**src/rtl/mrdi_pkg.sv**
```systemverilog
// Shared types and constants for the discrete-input read responder.
// No dependencies; every other file imports this package.
package mrdi_pkg;

    // Function code answered by this block
    localparam logic [7:0] FC_READ_DI    = 8'h02;
    localparam logic [7:0] EXC_FLAG      = 8'h80;
    // Largest quantity a single request may ask for
    localparam int         MAX_READ_BITS = 2000;
    // APB address width: two 32-bit registers at byte offsets 0 and 4
    localparam int         APB_ADDR_W    = 3;

    typedef enum logic [7:0] {
        EXC_NONE             = 8'd0,
        EXC_ILLEGAL_FUNCTION = 8'd1,
        EXC_ILLEGAL_ADDRESS  = 8'd2,
        EXC_ILLEGAL_VALUE    = 8'd3
    } t_exc;

    typedef enum logic {
        REG_OWN_ADDRESS   = 1'b0,
        REG_INPUTS_IN_USE = 1'b1
    } t_reg_idx;

    typedef struct packed {
        logic        op;
        logic [7:0]  input_index;
        logic        input_value;
        logic [7:0]  slave_addr;
        logic [7:0]  function_code;
        logic [15:0] start_addr;
        logic [15:0] quantity;
    } t_req;

    typedef struct packed {
        logic [7:0] resp_byte;
        logic       last;
    } t_rsp;

    typedef struct packed {
        logic [7:0] own_address;
        logic [8:0] inputs_in_use;
    } t_cfg;

    typedef struct packed {
        logic       en;
        logic [7:0] index;
        logic       value;
    } t_bank_wr;

endpackage

```
**src/rtl/mrdi_req_if.sv**
```systemverilog
// Request channel: valid/ready handshake carrying one t_req.
// Depends on mrdi_pkg.
interface mrdi_req_if import mrdi_pkg::*; ();
    logic valid;
    logic ready;
    t_req data;

    modport source (output valid, output data, input ready);
    modport sink   (input valid, input data, output ready);
endinterface

```
**src/rtl/mrdi_rsp_if.sv**
```systemverilog
// Response channel: valid/ready handshake carrying one response byte.
// Depends on mrdi_pkg.
interface mrdi_rsp_if import mrdi_pkg::*; ();
    logic valid;
    logic ready;
    t_rsp data;

    modport source (output valid, output data, input ready);
    modport sink   (input valid, input data, output ready);
endinterface

```
**src/rtl/mrdi_cfg.sv**
```systemverilog
// APB register file: own slave address and number of inputs in use.
// Depends on mrdi_pkg.
module mrdi_cfg import mrdi_pkg::*; (
    input  logic                  i_clk,
    input  logic                  i_rst_n,
    input  logic                  psel,
    input  logic                  penable,
    input  logic                  pwrite,
    input  logic [APB_ADDR_W-1:0] paddr,
    input  logic [31:0]           pwdata,
    output logic [31:0]           prdata,
    output logic                  pready,
    output t_cfg                  o_cfg
);

    logic [7:0] r_own_address;
    logic [8:0] r_inputs_in_use;
    t_reg_idx   reg_idx;
    logic       wr_en;

    assign reg_idx = t_reg_idx'(paddr[2]);
    assign wr_en   = psel && penable && pwrite;
    assign pready  = 1'b1;

    // Update the addressed register at the access phase
    always_ff @(posedge i_clk) begin
        if (!i_rst_n) begin
            r_own_address   <= 8'd1;
            r_inputs_in_use <= 9'd256;
        end else if (wr_en) begin
            unique case (reg_idx)
                REG_OWN_ADDRESS:   r_own_address   <= pwdata[7:0];
                REG_INPUTS_IN_USE: r_inputs_in_use <= pwdata[8:0];
            endcase
        end
    end

    // Return the addressed register
    always_comb begin
        unique case (reg_idx)
            REG_OWN_ADDRESS:   prdata = {24'd0, r_own_address};
            REG_INPUTS_IN_USE: prdata = {23'd0, r_inputs_in_use};
        endcase
    end

    assign o_cfg.own_address   = r_own_address;
    assign o_cfg.inputs_in_use = r_inputs_in_use;

endmodule

```
**src/rtl/mrdi_bank.sv**
```systemverilog
// Discrete-input store: byte-wide rows, one bit written and one row read per cycle.
// Row valid flags make never-written rows read as zero right after reset.
// Depends on mrdi_pkg.
module mrdi_bank import mrdi_pkg::*; #(
    parameter int INPUT_CAPACITY = 256
) (
    input  logic                 i_clk,
    input  logic                 i_rst_n,
    input  t_bank_wr             i_wr,
    input  logic                 i_rd_en,
    input  logic [$clog2((INPUT_CAPACITY+7)/8+1)-1:0] i_rd_row,
    output logic [7:0]           o_rd_data
);

    localparam int ROWS  = (INPUT_CAPACITY + 7) / 8;
    localparam int IDX_W = (ROWS > 1) ? $clog2(ROWS) : 1;
    localparam int RA_W  = $clog2(ROWS + 1);

    logic [7:0]      r_mem [ROWS];
    logic [ROWS-1:0] r_row_valid;
    logic [7:0]      r_rd_data;
    logic            r_rd_ok;

    logic [15:0]      wr_row_ext;
    logic [IDX_W-1:0] wr_row;
    logic [2:0]       wr_bit;
    logic             wr_ok;
    logic [IDX_W-1:0] rd_idx;
    logic             rd_hit;

    assign wr_row_ext = {8'd0, i_wr.index} >> 3;
    assign wr_row     = wr_row_ext[IDX_W-1:0];
    assign wr_bit     = i_wr.index[2:0];
    assign wr_ok      = i_wr.en && (32'(i_wr.index) < 32'(INPUT_CAPACITY));
    assign rd_idx     = i_rd_row[IDX_W-1:0];
    assign rd_hit     = i_rd_en && (i_rd_row < RA_W'(ROWS));

    // Mark rows as written; reset drops every row back to zero at once
    always_ff @(posedge i_clk) begin
        if (!i_rst_n) begin
            r_row_valid <= '0;
            r_rd_ok     <= 1'b0;
        end else begin
            if (wr_ok) begin
                r_row_valid[wr_row] <= 1'b1;
            end
            r_rd_ok <= rd_hit && r_row_valid[rd_idx];
        end
    end

    // Write one bit, or seed a fresh row around it; read one row
    always_ff @(posedge i_clk) begin
        if (wr_ok) begin
            if (r_row_valid[wr_row]) begin
                r_mem[wr_row][wr_bit] <= i_wr.value;
            end else begin
                r_mem[wr_row] <= 8'({7'd0, i_wr.value}) << wr_bit;
            end
        end
        if (rd_hit) begin
            r_rd_data <= r_mem[rd_idx];
        end
    end

    assign o_rd_data = r_rd_ok ? r_rd_data : 8'd0;

endmodule

```
**src/rtl/mrdi_seq.sv**
```systemverilog
// Request sequencer: decodes a request, emits header bytes and then packs
// data bytes through one funnel shifter fed a row at a time from the bank.
// Depends on mrdi_pkg, mrdi_req_if, mrdi_rsp_if.
module mrdi_seq import mrdi_pkg::*; #(
    parameter int INPUT_CAPACITY = 256
) (
    input  logic         i_clk,
    input  logic         i_rst_n,
    mrdi_req_if.sink     i_req,
    mrdi_rsp_if.source   o_rsp,
    input  t_cfg         i_cfg,
    output t_bank_wr     o_wr,
    output logic         o_rd_en,
    output logic [$clog2((INPUT_CAPACITY+7)/8+1)-1:0] o_rd_row,
    input  logic [7:0]   i_rd_data
);

    localparam int ROWS = (INPUT_CAPACITY + 7) / 8;
    localparam int RA_W = $clog2(ROWS + 1);

    typedef enum logic [2:0] {
        S_IDLE,
        S_DECODE,
        S_HEAD0,
        S_HEAD1,
        S_HEAD2,
        S_DATA
    } t_state;

    t_state          r_state;
    t_req            r_req;
    t_exc            r_code;
    logic [RA_W-1:0] r_row;
    logic [7:0]      r_left;
    logic            r_pend;
    logic [15:0]     r_win;
    logic            r_out_valid;
    t_rsp            r_out;

    logic        accept;
    logic        out_free;
    logic        foreign;
    logic [16:0] limit;
    logic [16:0] span_end;
    logic [16:0] count_ext;
    logic [15:0] start_row;
    t_exc        dec_code;
    logic        is_exc;
    logic [15:0] shifted;
    logic [7:0]  pad_mask;
    logic [7:0]  data_byte;
    logic        issue;
    logic        load;

    assign accept   = i_req.valid && i_req.ready;
    assign out_free = !r_out_valid || o_rsp.ready;
    assign i_req.ready = (r_state == S_IDLE);

    // Bit writes go straight to the bank on acceptance
    assign o_wr.en    = accept && !i_req.data.op;
    assign o_wr.index = i_req.data.input_index;
    assign o_wr.value = i_req.data.input_value;

    // Decode checks on the held request
    assign foreign   = (r_req.slave_addr != i_cfg.own_address) && (r_req.slave_addr != 8'd0);
    assign limit     = (17'(i_cfg.inputs_in_use) > 17'(INPUT_CAPACITY))
                     ? 17'(INPUT_CAPACITY) : 17'(i_cfg.inputs_in_use);
    assign span_end  = {1'b0, r_req.start_addr} + {1'b0, r_req.quantity};
    assign count_ext = ({1'b0, r_req.quantity} + 17'd7) >> 3;
    assign start_row = r_req.start_addr >> 3;

    always_comb begin
        priority if (r_req.function_code != FC_READ_DI) begin
            dec_code = EXC_ILLEGAL_FUNCTION;
        end else if (r_req.quantity == 16'd0 || r_req.quantity > 16'(MAX_READ_BITS)) begin
            dec_code = EXC_ILLEGAL_VALUE;
        end else if (span_end > limit) begin
            dec_code = EXC_ILLEGAL_ADDRESS;
        end else begin
            dec_code = EXC_NONE;
        end
    end

    assign is_exc = (r_code != EXC_NONE);

    // Funnel shift the two-row window down to the current bit offset
    assign shifted   = r_win >> r_req.start_addr[2:0];
    assign pad_mask  = (r_left == 8'd1 && r_req.quantity[2:0] != 3'd0)
                     ? ((8'd1 << r_req.quantity[2:0]) - 8'd1) : 8'hFF;
    assign data_byte = shifted[7:0] & pad_mask;

    // Fetch two rows during the header, then one row per data byte but the last
    always_comb begin
        unique case (r_state)
            S_HEAD0, S_HEAD1: issue = out_free && !is_exc;
            S_DATA:           issue = out_free && !r_pend && (r_left > 8'd1);
            default:          issue = 1'b0;
        endcase
    end

    // Load the output register with the next response byte
    always_comb begin
        unique case (r_state)
            S_HEAD0, S_HEAD1, S_HEAD2: load = out_free;
            S_DATA:                    load = out_free && !r_pend;
            default:                   load = 1'b0;
        endcase
    end

    assign o_rd_en  = issue;
    assign o_rd_row = r_row;

    // Sequencer and output register
    always_ff @(posedge i_clk) begin
        if (!i_rst_n) begin
            r_state     <= S_IDLE;
            r_out_valid <= 1'b0;
            r_pend      <= 1'b0;
        end else begin
            r_pend <= issue;
            if (r_pend) begin
                r_win <= {i_rd_data, r_win[15:8]};
            end
            if (issue) begin
                r_row <= r_row + RA_W'(1);
            end
            if (load) begin
                r_out_valid <= 1'b1;
            end else if (o_rsp.ready) begin
                r_out_valid <= 1'b0;
            end

            unique case (r_state)
                S_IDLE: begin
                    if (accept && i_req.data.op) begin
                        r_req   <= i_req.data;
                        r_state <= S_DECODE;
                    end
                end
                S_DECODE: begin
                    r_code  <= dec_code;
                    r_left  <= count_ext[7:0];
                    r_row   <= start_row[RA_W-1:0];
                    r_state <= foreign ? S_IDLE : S_HEAD0;
                end
                S_HEAD0: begin
                    if (out_free) begin
                        r_out.resp_byte <= r_req.slave_addr;
                        r_out.last      <= 1'b0;
                        r_state         <= S_HEAD1;
                    end
                end
                S_HEAD1: begin
                    if (out_free) begin
                        r_out.resp_byte <= is_exc ? (r_req.function_code | EXC_FLAG)
                                                  : r_req.function_code;
                        r_out.last      <= 1'b0;
                        r_state         <= S_HEAD2;
                    end
                end
                S_HEAD2: begin
                    if (out_free) begin
                        r_out.resp_byte <= is_exc ? r_code : r_left;
                        r_out.last      <= is_exc;
                        r_state         <= is_exc ? S_IDLE : S_DATA;
                    end
                end
                S_DATA: begin
                    if (out_free && !r_pend) begin
                        r_out.resp_byte <= data_byte;
                        r_out.last      <= (r_left == 8'd1);
                        r_left          <= r_left - 8'd1;
                        if (r_left == 8'd1) begin
                            r_state <= S_IDLE;
                        end
                    end
                end
                default: r_state <= S_IDLE;
            endcase
        end
    end

    assign o_rsp.valid = r_out_valid;
    assign o_rsp.data  = r_out;

endmodule

```
**src/rtl/modbus_read_discrete_inputs_responder.sv**
```systemverilog
// Operation: a bit write reaches the store on acceptance; a request passes a decode state,
// then three header bytes at one per cycle while the response side takes them, and data
// bytes, each loaded after its row read and funnel shift, never while a read is pending.
// Throughput: one request at a time; response stalls hold it up, and no request or bit write
// is accepted until the sequencer is idle again after the last byte (after decode if foreign).
// Reset: synchronous active low; resets sequencer, registers and row flags (store reads zero).
module modbus_read_discrete_inputs_responder import mrdi_pkg::*; #(
    parameter int INPUT_CAPACITY = 256
) (
    input  logic                  i_clk,
    input  logic                  i_rst_n,
    mrdi_req_if.sink              i_req,
    mrdi_rsp_if.source            o_rsp,
    input  logic                  psel,
    input  logic                  penable,
    input  logic                  pwrite,
    input  logic [APB_ADDR_W-1:0] paddr,
    input  logic [31:0]           pwdata,
    output logic [31:0]           prdata,
    output logic                  pready
);

    localparam int RA_W = $clog2((INPUT_CAPACITY + 7) / 8 + 1);

    t_cfg            cfg;
    t_bank_wr        bank_wr;
    logic            rd_en;
    logic [RA_W-1:0] rd_row;
    logic [7:0]      rd_data;

    // Configuration registers
    mrdi_cfg u_cfg (
        .i_clk   (i_clk),
        .i_rst_n (i_rst_n),
        .psel    (psel),
        .penable (penable),
        .pwrite  (pwrite),
        .paddr   (paddr),
        .pwdata  (pwdata),
        .prdata  (prdata),
        .pready  (pready),
        .o_cfg   (cfg)
    );

    // Discrete-input store
    mrdi_bank #(.INPUT_CAPACITY(INPUT_CAPACITY)) u_bank (
        .i_clk     (i_clk),
        .i_rst_n   (i_rst_n),
        .i_wr      (bank_wr),
        .i_rd_en   (rd_en),
        .i_rd_row  (rd_row),
        .o_rd_data (rd_data)
    );

    // Request sequencer
    mrdi_seq #(.INPUT_CAPACITY(INPUT_CAPACITY)) u_seq (
        .i_clk     (i_clk),
        .i_rst_n   (i_rst_n),
        .i_req     (i_req),
        .o_rsp     (o_rsp),
        .i_cfg     (cfg),
        .o_wr      (bank_wr),
        .o_rd_en   (rd_en),
        .o_rd_row  (rd_row),
        .i_rd_data (rd_data)
    );

endmodule
```
**src/flat_wrapper.sv**
```systemverilog
// flat-port wrapper written by rule: the top's interface ports become plain ports
module modbus_read_discrete_inputs_responder_flat import mrdi_pkg::*;
#(
    parameter int INPUT_CAPACITY = 256
)
  (i_clk, i_rst_n, psel, penable, pwrite, paddr, pwdata, prdata, pready, i_req_valid, i_req_data, i_req_ready, o_rsp_valid, o_rsp_data, o_rsp_ready);
  mrdi_req_if i_req_i ();
  mrdi_rsp_if o_rsp_i ();
  input  logic i_clk;
  input  logic i_rst_n;
  input  logic psel;
  input  logic penable;
  input  logic pwrite;
  input  logic [APB_ADDR_W-1:0] paddr;
  input  logic [31:0] pwdata;
  output logic [31:0] prdata;
  output logic pready;
  input wire logic [$bits(i_req_i.valid)-1:0] i_req_valid;
  input wire logic [$bits(i_req_i.data)-1:0] i_req_data;
  output wire logic [$bits(i_req_i.ready)-1:0] i_req_ready;
  output wire logic [$bits(o_rsp_i.valid)-1:0] o_rsp_valid;
  output wire logic [$bits(o_rsp_i.data)-1:0] o_rsp_data;
  input wire logic [$bits(o_rsp_i.ready)-1:0] o_rsp_ready;
  assign i_req_i.valid = i_req_valid;
  assign i_req_i.data = i_req_data;
  assign i_req_ready = i_req_i.ready;
  assign o_rsp_valid = o_rsp_i.valid;
  assign o_rsp_data = o_rsp_i.data;
  assign o_rsp_i.ready = o_rsp_ready;
  modbus_read_discrete_inputs_responder #(.INPUT_CAPACITY(INPUT_CAPACITY)) u_core (.i_clk(i_clk), .i_rst_n(i_rst_n), .i_req(i_req_i), .o_rsp(o_rsp_i), .psel(psel), .penable(penable), .pwrite(pwrite), .paddr(paddr), .pwdata(pwdata), .prdata(prdata), .pready(pready));
endmodule
```
**config.mk**
```make
export PLATFORM = sky130hd
export DESIGN_NAME = modbus_read_discrete_inputs_responder_flat
export DESIGN_NICKNAME = d
export VERILOG_FILES = /design/src/rtl/mrdi_pkg.sv /design/src/rtl/mrdi_req_if.sv /design/src/rtl/mrdi_rsp_if.sv /design/src/rtl/mrdi_cfg.sv /design/src/rtl/mrdi_bank.sv /design/src/rtl/mrdi_seq.sv /design/src/rtl/modbus_read_discrete_inputs_responder.sv /design/src/flat_wrapper.sv
export SDC_FILE = /design/constraint.sdc
export NUM_CORES = 1
export LEC_CHECK = 0
export BUFFER_PORTS_ARGS = -buffer_cell sky130_fd_sc_hd__buf_2
export CORE_MARGIN = 1.5
export CORE_UTILIZATION = 40
export CTS_BUF_LIST = sky130_fd_sc_hd__clkbuf_2 sky130_fd_sc_hd__clkbuf_4 sky130_fd_sc_hd__clkbuf_8
export CTS_CLUSTER_SIZE = 25
export DETAILED_ROUTE_END_ITERATION = 16
export HOLD_SLACK_MARGIN = 0.08
export PLACE_DENSITY_LB_ADDON = 0.1
export SLEW_MARGIN = 25
export SYNTH_ARGS = -nofsm -noshare
export SYNTH_HDL_FRONTEND = slang
export SYNTH_HIERARCHICAL = 1
export SYNTH_SLANG_ARGS = --single-unit
```
**constraint.sdc**
```tcl
create_clock -name i_clk -period 7.5 [get_ports i_clk]
set_input_delay 0.75 -clock i_clk [delete_from_list [all_inputs] [get_ports i_clk]]
set_output_delay 0.75 -clock i_clk [all_outputs]
set_load 0.02 [all_outputs]
```
==> results.yml, run 1 <==
synth:
  ys_types: 84
  synth-edff-count: 353
  synth.most_common_cell: "edfxtp_1"
  synth_area_leaders: "edfxtp_1 (53%), mux4_2 (8.8%), nor2_1 (5.6%)"
  synth.top_cells.by_count: "edfxtp_1 (353), nor2_1 (297), nand2_1 (104)"
  synth_seq_area_share_pct: 58.39
  synth_flop_cell: "edfxtp_1"
  ys_async_sr_fraction_pct: 0
  yosysTopAreaCellShare_pct: 52.89
  synth_area_sq_mm: 0.02004
  yosys_warnings: 6
  yosys.area.top_type: "edfxtp_1"
  synthCells: 1549
  synth_area_per_cell_sq_um: 12.94
  ys_seq_elements: 408
power_and_ir_drop:
  peakVddDrop_uv: 198.5
  powerDensity_mw_per_mm2: 261.7
  p_leak_uw: 0.007890
detailed_routing:
  via_per_inst: 5.329
  drc: 0
  wirelength_mm: 51.29
  avgRoutedWirePerCell_microns: 21.69
  vias: 12604
  ant_nets: 0
  dr.pass1.iters: 5
  drt_iter0_markers: 841
setup_path:
  arrival_ns: 4.90
  critPathLaunchType: "flip-flop"
  reg2reg_from: "u_core/u_seq/r_req[17]"
  crit_required_ns: 7.87
  r2r_slack_ns: 2.97
  endpoint_kind: "flip-flop"
  r2r-end: "u_core/u_seq/r_code[1]"
  path_max_fanout: 14
  reg2regPathDepth: 14
  cp-endpoint: "u_core/u_seq/r_code[1]"
  worstSetupPathType: "reg2reg"
  cp-startpoint: "u_core/u_seq/r_req[17]"
worst_hold_path:
  hold_class: "in2reg"
sta:
  worst_pin_slew_ns: 1.035
  min_period_over_period_pct: 60.44
  rsz0062_at_grt: "false"
  fin_hold_ws_ns: 0.2752
  fmax_ghz: 0.2206
  slew_viol_final: 0
  tns_ns: 0
  slew-limit-headroom_pct: 31.02
  skew_ns: 0.03284
  min_period_ns: 4.533
  finalHoldViolations: 0
  setup_viol: 0
floorplanning:
  die_w_microns: 226.8
  core_area_sq_mm: 0.04915
  dieArea_sq_mm: 0.05145
  pin_count: 144
  start_util_pct: 40.77
  rows: 81
  die_h_microns: 226.8
cells_and_area:
  fin_nets: 1769
  syn2layout_area_growth_pct: 11.96
  fill_cells: 4580
  drive_above_1_share_pct: 22.67
  postLayoutCoreUtil_pct: 45.65
clocking:
  ctsResizeCount: 0
  cts_sinks: 408
  postCtsSetupBuffers: 0
  worstSkewPairLatency_ns: 0.66
  numCtsBuffers: 74
  clockBufferDepth: 3
  cts_root_buf: "clkbuf_8"
  cts_tree: "done"
  htreeDepth: 3
  cts_hold_buf: 0
  cts.clk_slew.worst_paths_ns: 0.06
job:
  max_cap_viol_count: 0
global_routing:
  grt_use_met1_pct: 26.90
  use_met3_pct: 4.406
  grt_pass1_wl_mm: 77.68
  grt_pass1_vias: 12854
  met2_usage_pct: 34.07
  overflow: 0
  antenna_found_initial: 4
  track_usage_pct: 20.54
  grt_max_degree: 71
  grt_busiest_layer: "met2"
placement:
  dp_hpwl_mm: 33.19
  gp_congestion: 0.8361
  port_buffers: 94
run_status:
  status: "complete, no violations"
## how the worst min path moves through the flow
stage,to,start,cells after the start
after floorplan,u_core/u_seq/r_win[7],u_core/u_seq/r_win[15],0
after global placement,u_core/u_seq/r_win[7],u_core/u_seq/r_win[15],0
after detailed placement,u_core/u_seq/r_win[7],u_core/u_seq/r_win[15],0
after CTS,u_core/u_seq/r_req[32],i_req_data[32],1
after global routing,u_core/u_seq/r_req[1],i_req_data[1],1
final,u_core/u_seq/r_req[1],i_req_data[1],1
## worst max-delay path: stages, from the launching register on
cell and delay [ns]:
edfxtp_1 0.70, clkinv_1 0.42, fa_1 0.56, nor2b_1 0.13
o21a_1 0.15, o211ai_1 0.10, a21oi_1 0.34, xor2_1 0.13
ha_1 0.23, or4_1 0.53, a221o_1 0.26, o21ai_0 0.19
o2111ai_1 0.14, nor4_1 0.20, a31oi_1 0.17
## report_power, final
part           switching (uW)  total, uW  internal (uW)
combinational             643       1070            429
sequential               89.5       2680           2590
clock                     944       2120           1180
## cell usage in the layout, fill, tap and decap left out, drive strengths merged, types with 27 or more instances in the layout
cell,n
mux4,78
ha,28
inv,36
a21oi,48
edfxtp,353
clkbuf,117
nand2,104
buf,118
dfxtp,55
nor2b,31
mux2i,75
nor2,306
o21ai,27
## logic make-up after synthesis
logic type,share of synthesized area [%]
simple gates,12.54
flops,58.39
compound gates,7.436
mux,13.41
buf+inv,4.814
xor+xnor,1.530
fa+ha+maj,1.848
other cells,0.03747
## metrics by stage
stage	instances	total power [uW]	setup WS, ns	cell area [sq um]
after CTS	2355	5933	2.825	22230
after floorplan	1571	3479	3.739	20120
after detailed placement	2221	3782	2.895	20730
final	2365	5873	2.967	22440
after global placement	2221	3774	2.866	20730
after global routing	2363	6149	2.483	22430
## final cells by class
type                       count  area (sq um)  area share [%]
antenna                        3         7.507         0.03346
timing repair buffer         118         790.8           3.524
tap                          664         830.8           3.703
multi-input combinational   1002          7471           33.30
clock buffer                 117          1385           6.173
inverter                      36         135.1          0.6023
clock inverter                17         115.1          0.5130
sequential                   408         11700           52.15
## metal layers
| layer | share of wire (%) | vias up |
|---|---|---|
| li1 | - | 5862 |
| met1 | 44 | 6345 |
| met2 | 49 | 308 |
| met3 | 5.4 | 85 |
| met4 | 2.1 | 4 |
| met5 | 0.047 | - |
## state kept, by name, summed over array words and instances (netlist names)
register	count
u_core/u_seq/r_code	2
u_core/u_bank/r_mem	256
u_core/u_cfg/r_own_address	8
u_core/u_seq/r_pend	1
u_core/u_seq/o_rsp.valid	1
u_core/u_seq/o_rsp.data	9
u_core/u_seq/r_left	8
u_core/u_seq/o_rd_row	6
u_core/u_bank/r_rd_data	8
u_core/u_seq/r_state	3
u_core/u_cfg/r_inputs_in_use	9
u_core/u_bank/r_rd_ok	1
u_core/u_seq/r_req	48
u_core/u_seq/r_win	16
u_core/u_bank/r_row_valid	32
Note: power is estimated with default switching activity, not from simulation.
==> run 2, diff against run 1 <==
- clock period: 7.5 -> 4.5 ns (I/O delays scaled with it)
==> run 2 against run 1 <==
Against the previous run: sequential power is 68% higher; worst hold slack got worse by 0.025 ns; sequential cell count unchanged; wire length increased by 4.4%; final cell count increased by 2.5%; setup slack lost 2.6 ns; global-route usage rose by 0.74 points; via count increased by 2.1%; die area stayed put; critical path depth rose by 1; utilization up 0.96 points.
==> results.yml, run 2 (same netlist as run 1, synthesis figures left out) <==
clocking:
  cts_root_buf: "clkbuf_8"
  htreeDepth: 3
  cts_hold_buf: 57
  cts_tree: "done"
  postCtsSetupBuffers: 0
  clockBufferDepth: 3
  cts_sinks: 408
  ctsResizeCount: 0
  worstSkewPairLatency_ns: 0.66
  cts.clk_slew.worst_paths_ns: 0.06
  numCtsBuffers: 74
setup_path:
  reg2reg_from: "u_core/u_seq/r_req[0]"
  endpoint_kind: "flip-flop"
  crit_required_ns: 4.86
  critPathLaunchType: "flip-flop"
  path_max_fanout: 7
  arrival_ns: 4.49
  cp-startpoint: "u_core/u_seq/r_req[0]"
  worstSetupPathType: "reg2reg"
floorplanning:
  core_area_sq_mm: 0.04915
  start_util_pct: 40.77
  die_w_microns: 226.8
  rows: 81
  pin_count: 144
  dieArea_sq_mm: 0.05145
  die_h_microns: 226.8
cells_and_area:
  fin_nets: 1832
  postLayoutCoreUtil_pct: 46.61
  syn2layout_area_growth_pct: 14.32
  top_regs: "u_core/u_bank/r_mem (256), u_core/u_seq/r_req (48), u_core/u_bank/r_row_valid (32)"
  fill_cells: 4524
  drive_above_1_share_pct: 21.62
  final_cell_mix: "edfxtp_1 (353), nor2_1 (296), nand2_1 (104)"
  top_register: "u_core/u_bank/r_mem"
  mostFrequentLayoutCell: "edfxtp_1"
  largest_register_ffs: 256
  stdcell_count: 2423
sta:
  finalHoldViolations: 0
  setup_viol: 0
  slew_viol_final: 0
  fmax_ghz: 0.2423
  worst_pin_slew_ns: 1.021
  rsz0062_at_grt: "false"
  min_period_ns: 4.127
  tns_ns: 0
  fin_hold_ws_ns: 0.2505
  skew_ns: 0.02477
  min_period_over_period_pct: 91.70
  slew-limit-headroom_pct: 31.79
power_and_ir_drop:
  peakVddDrop_uv: 217.0
  p_comb_share_pct: 18.6
  p_leak_uw: 0.008076
  p_sw_share_pct: 28.76
  p_sw_uw: 2795
  powerDensity_mw_per_mm2: 424.2
  pwr-share-clk_pct: 35.3
  share_seq_of_total_power_pct: 46.2
  internal_power_uw: 6924
global_routing:
  grt_pass1_wl_mm: 80.36
  track_usage_pct: 21.29
  grt_pass1_vias: 13066
  overflow: 0
  antenna_found_initial: 3
  grt_max_degree: 70
placement:
  gp_congestion: 0.8751
  dp_cells: 2231
  dp_hpwl_mm: 34.88
  port_buffers: 94
detailed_routing:
  drt_iter0_markers: 1034
  via_per_inst: 5.311
  avgRoutedWirePerCell_microns: 22.10
  drc: 0
  vias: 12868
  dr.pass1.iters: 5
  ant_nets: 0
  wirelength_mm: 53.56
job:
  max_cap_viol_count: 0
worst_hold_path:
  hold_class: "in2reg"
  hold_path.startpoint: "penable"
run_status:
  status: "complete, no violations"
run 2: changes by cell type in the layout (fill, tap and decap cells not counted), moves of 2 or more:
cell / delta
buf_12: +2
buf_16: -4
buf_4: +8
clkbuf_4: -10
clkbuf_8: -4
clkinv_1: +14
clkinv_2: -3
diode_2: -2
dlygate4sd3_1: +57
o31a_1: -7
o31a_2: +7
run 2: final timing paths:
| path | endpoint | slack (ns) | cells after the start |
|---|---|---|---|
| max | u_core/u_seq/r_code[1] | 0.37 | 15 |
| min | u_core/u_cfg/r_own_address[2] | 0.25 | 3 |
| max reg2reg | u_core/u_seq/r_code[1] | 0.37 | 15 |
| min reg2reg | u_core/u_seq/r_win[7] | 0.43 | 0 |
run 2: power groups by stage:
stage,Sequential [uW],Combinational (uW),Clock [uW]
after global placement,4570,1740,0
after detailed placement,4560,1760,0
after global routing,4500,1950,3700
final,4490,1800,3430
after floorplan,4470,1330,0
after CTS,4490,1800,3560
run 2: per-layer routing:
metal | track usage, % | routed length (microns) | up-vias
met5 | 0 | 21 | -
met4 | 6.430 | 1251 | 4
met3 | 4.406 | 2498 | 87
met2 | 36.25 | 26580 | 304
met1 | 27.22 | 23200 | 6504
li1 | - | - | 5969
run 2: cell type report:
cell class / count / area, sq um / share of cell area, %
multi-input cells: 1002 / 7475 / 32.63
clock buffers: 103 / 1255 / 5.478
repair buffers: 181 / 1351 / 5.898
flip-flops and latches: 408 / 11700 / 51.08
diodes: 1 / 2.502 / 0.01092
clock inverters: 28 / 158.9 / 0.6936
well taps: 664 / 830.8 / 3.626
inverters: 36 / 135.1 / 0.5898
run 2: worst max-delay path, stage by stage (launching register included):
cell       delay [ns]
edfxtp_1         0.52
ha_1             0.24
inv_1            0.06
fa_1             0.41
nor2b_1          0.13
o21a_1           0.14
o211ai_1         0.11
a21oi_1          0.36
xor2_1           0.12
ha_1             0.24
or4_1            0.51
a221o_1          0.26
o21ai_0          0.23
o2111ai_1        0.16
nor4_1           0.21
a31oi_1          0.15
run 2: through the flow:
stage / instance area (sq um) / setup WS [ns] / total power [uW]
after floorplan: 20120 / 0.7387 / 5799
after global placement: 20830 / 0.4832 / 6309
after detailed placement: 20840 / 0.4274 / 6323
after CTS: 22820 / 0.3790 / 9850
after global routing: 22910 / 0.08800 / 10160
final: 22910 / 0.3734 / 9719
==> run 3, diff against run 2 <==
- PLACE_DENSITY: not set -> 0.65
- PLACE_DENSITY_LB_ADDON: 0.1 -> not set
==> run 3 against run 2 <==
Against the previous run: clock skew grew 0.0044 ns; clock power shrank 2%; sequential cell count is the same; sequential share of layout area grew 0.22 points.
==> results.yml, run 3 (same netlist as run 1, synthesis figures left out) <==
cells_and_area:
  top_regs: "u_core/u_bank/r_mem (256), u_core/u_seq/r_req (48), u_core/u_bank/r_row_valid (32)"
  fill_cells: 4383
  top_register: "u_core/u_bank/r_mem"
  largest_register_ffs: 256
  drive_above_1_share_pct: 21.08
  mostFrequentLayoutCell: "edfxtp_1"
  syn2layout_area_growth_pct: 13.82
  final_cell_mix: "edfxtp_1 (353), nor2_1 (296), nand2_1 (104)"
  fin_nets: 1827
detailed_routing:
  avgRoutedWirePerCell_microns: 20.03
  drt_iter0_markers: 1055
  dr.pass1.iters: 7
  drc: 0
  vias: 13085
  ant_nets: 0
  via_per_inst: 5.407
  wirelength_mm: 48.47
floorplanning:
  dieArea_sq_mm: 0.05145
  die_h_microns: 226.8
  start_util_pct: 40.77
  pin_count: 144
  core_area_sq_mm: 0.04915
  rows: 81
  die_w_microns: 226.8
power_and_ir_drop:
  share_seq_of_total_power_pct: 46.5
  internal_power_uw: 6848
  p_leak_uw: 0.008035
  p_sw_uw: 2736
  powerDensity_mw_per_mm2: 420.1
  peakVddDrop_uv: 255.3
  p_comb_share_pct: 18.6
  p_sw_share_pct: 28.55
  pwr-share-clk_pct: 34.9
setup_path:
  endpoint_kind: "flip-flop"
  crit_slowest_cell: "or4_1"
  crit_path_frequent_cell: "ha_1"
  worstSetupPathType: "reg2reg"
  cp-startpoint: "u_core/u_seq/r_req[0]"
  critPathLaunchType: "flip-flop"
  cp_slowest_stage_delay_ns: 0.51
  path_cells: "ha_1 > inv_1 > fa_1 > nor2b_1 > o21a_1 > o211ai_1 > a21oi_1 > xor2_1 > ha_1 > or4_1 > a221o_1 > o21ai_0 > o2111ai_1 > nor4_1 > a31oi_1"
  crit_required_ns: 4.87
  path_max_fanout: 7
  reg2reg_from: "u_core/u_seq/r_req[0]"
  arrival_ns: 4.42
sta:
  rsz0062_at_grt: "false"
  slew-limit-headroom_pct: 27.17
  min_period_ns: 4.046
  slew_viol_final: 0
  setup_viol: 0
  finalHoldViolations: 0
  tns_ns: 0
  worst_pin_slew_ns: 1.090
  min_period_over_period_pct: 89.92
  layout_setup_ws_ns: 0.4538
  skew_ns: 0.02919
  fmax_ghz: 0.2471
clocking:
  clockBufferDepth: 3
  numCtsBuffers: 70
  cts_sinks: 408
  cts_root_buf: "clkbuf_8"
  htreeDepth: 3
  cts_tree: "done"
  ctsResizeCount: 0
  worstSkewPairLatency_ns: 0.65
  cts.clk_slew.worst_paths_ns: 0.06
global_routing:
  grt_pass1_wl_mm: 73.52
  track_usage_pct: 19.15
  overflow: 0
  grt_pass1_vias: 13171
  grt_max_degree: 75
  antenna_found_initial: 2
placement:
  dp_hpwl_mm: 30.72
  port_buffers: 94
  gp_congestion: 0.9151
  place_ws_ns: 0.4767
job:
  max_cap_viol_count: 0
worst_hold_path:
  hold_path.startpoint: "penable"
  hold_class: "in2reg"
run_status:
  status: "complete, no violations"
run 3: cell count changes in the layout (fill, tap and decap cells not counted), moves of 2 or more:
cell | before | now
buf_16 | 3 | 0
buf_4 | 25 | 27
clkbuf_4 | 26 | 19
clkbuf_8 | 77 | 73
clkinv_2 | 2 | 9
o31a_1 | 1 | 9
o31a_2 | 8 | 0
run 3: worst paths after layout:
check / end / cells past startpoint / slack [ns]
hold reg to reg: u_core/u_seq/r_win[7] / 0 / 0.42
setup reg to reg: u_core/u_seq/r_code[1] / 15 / 0.45
setup / recovery: u_core/u_seq/r_code[1] / 15 / 0.45
hold / removal: u_core/u_cfg/r_own_address[3] / 3 / 0.26
run 3: metal layers:
layer | track usage (%) | wire length (microns) | up-vias
met5 | 0 | 12 | -
met4 | 7.828 | 1512 | 2
met3 | 4.535 | 3568 | 108
met2 | 32.50 | 23910 | 516
met1 | 23.38 | 19470 | 6496
li1 | - | - | 5963
run 3: stage by stage:
stage	cell area [sq um]	total power, uW	utilization [%]	hold slack (ns)	instances
after global routing	22810	9997	46.41	0.2391	2420
after global placement	20850	6232	42.41	0.4013	2233
after CTS	22810	9666	46.40	0.2079	2419
final	22810	9583	46.41	0.2571	2420
after detailed placement	20850	6262	42.41	0.4084	2233
after floorplan	20120	5799	-	0.4003	1571
run 3: final cells by class:
class	instances	area (sq um)	share of cell area, %
antenna	1	2.502	0.01097
clock buffer	92	1147	5.030
clock inverter	37	245.2	1.075
inverter	36	135.1	0.5924
multi-input combinational	1002	7465	32.72
sequential	408	11700	51.30
tap	664	830.8	3.642
timing repair buffer	180	1284	5.628
run 3: power groups by stage:
stage	sequential (uW)	clock, uW	combinational (uW)
after floorplan	4470	0	1330
after global placement	4520	0	1710
after detailed placement	4530	0	1730
after CTS	4450	3430	1780
after global routing	4470	3600	1930
final	4460	3350	1780
run 3: timing repair:
item | CTS | global route
hold buffers | 57 | 0
endpoints found under the hold margin | 65 | 0
buffers inserted | 0 | 0
run 3: critical path, delay by kind of cell, from the launching register on:
kind,cells,cell delay (ns)
and+or+nand+nor,3,0.85
adders and majority gates,3,0.85
DFF,1,0.49
AOI/OAI and AO/OA,7,1.40
buffers and inverters,1,0.06
xor gates and xnor gates,1,0.12
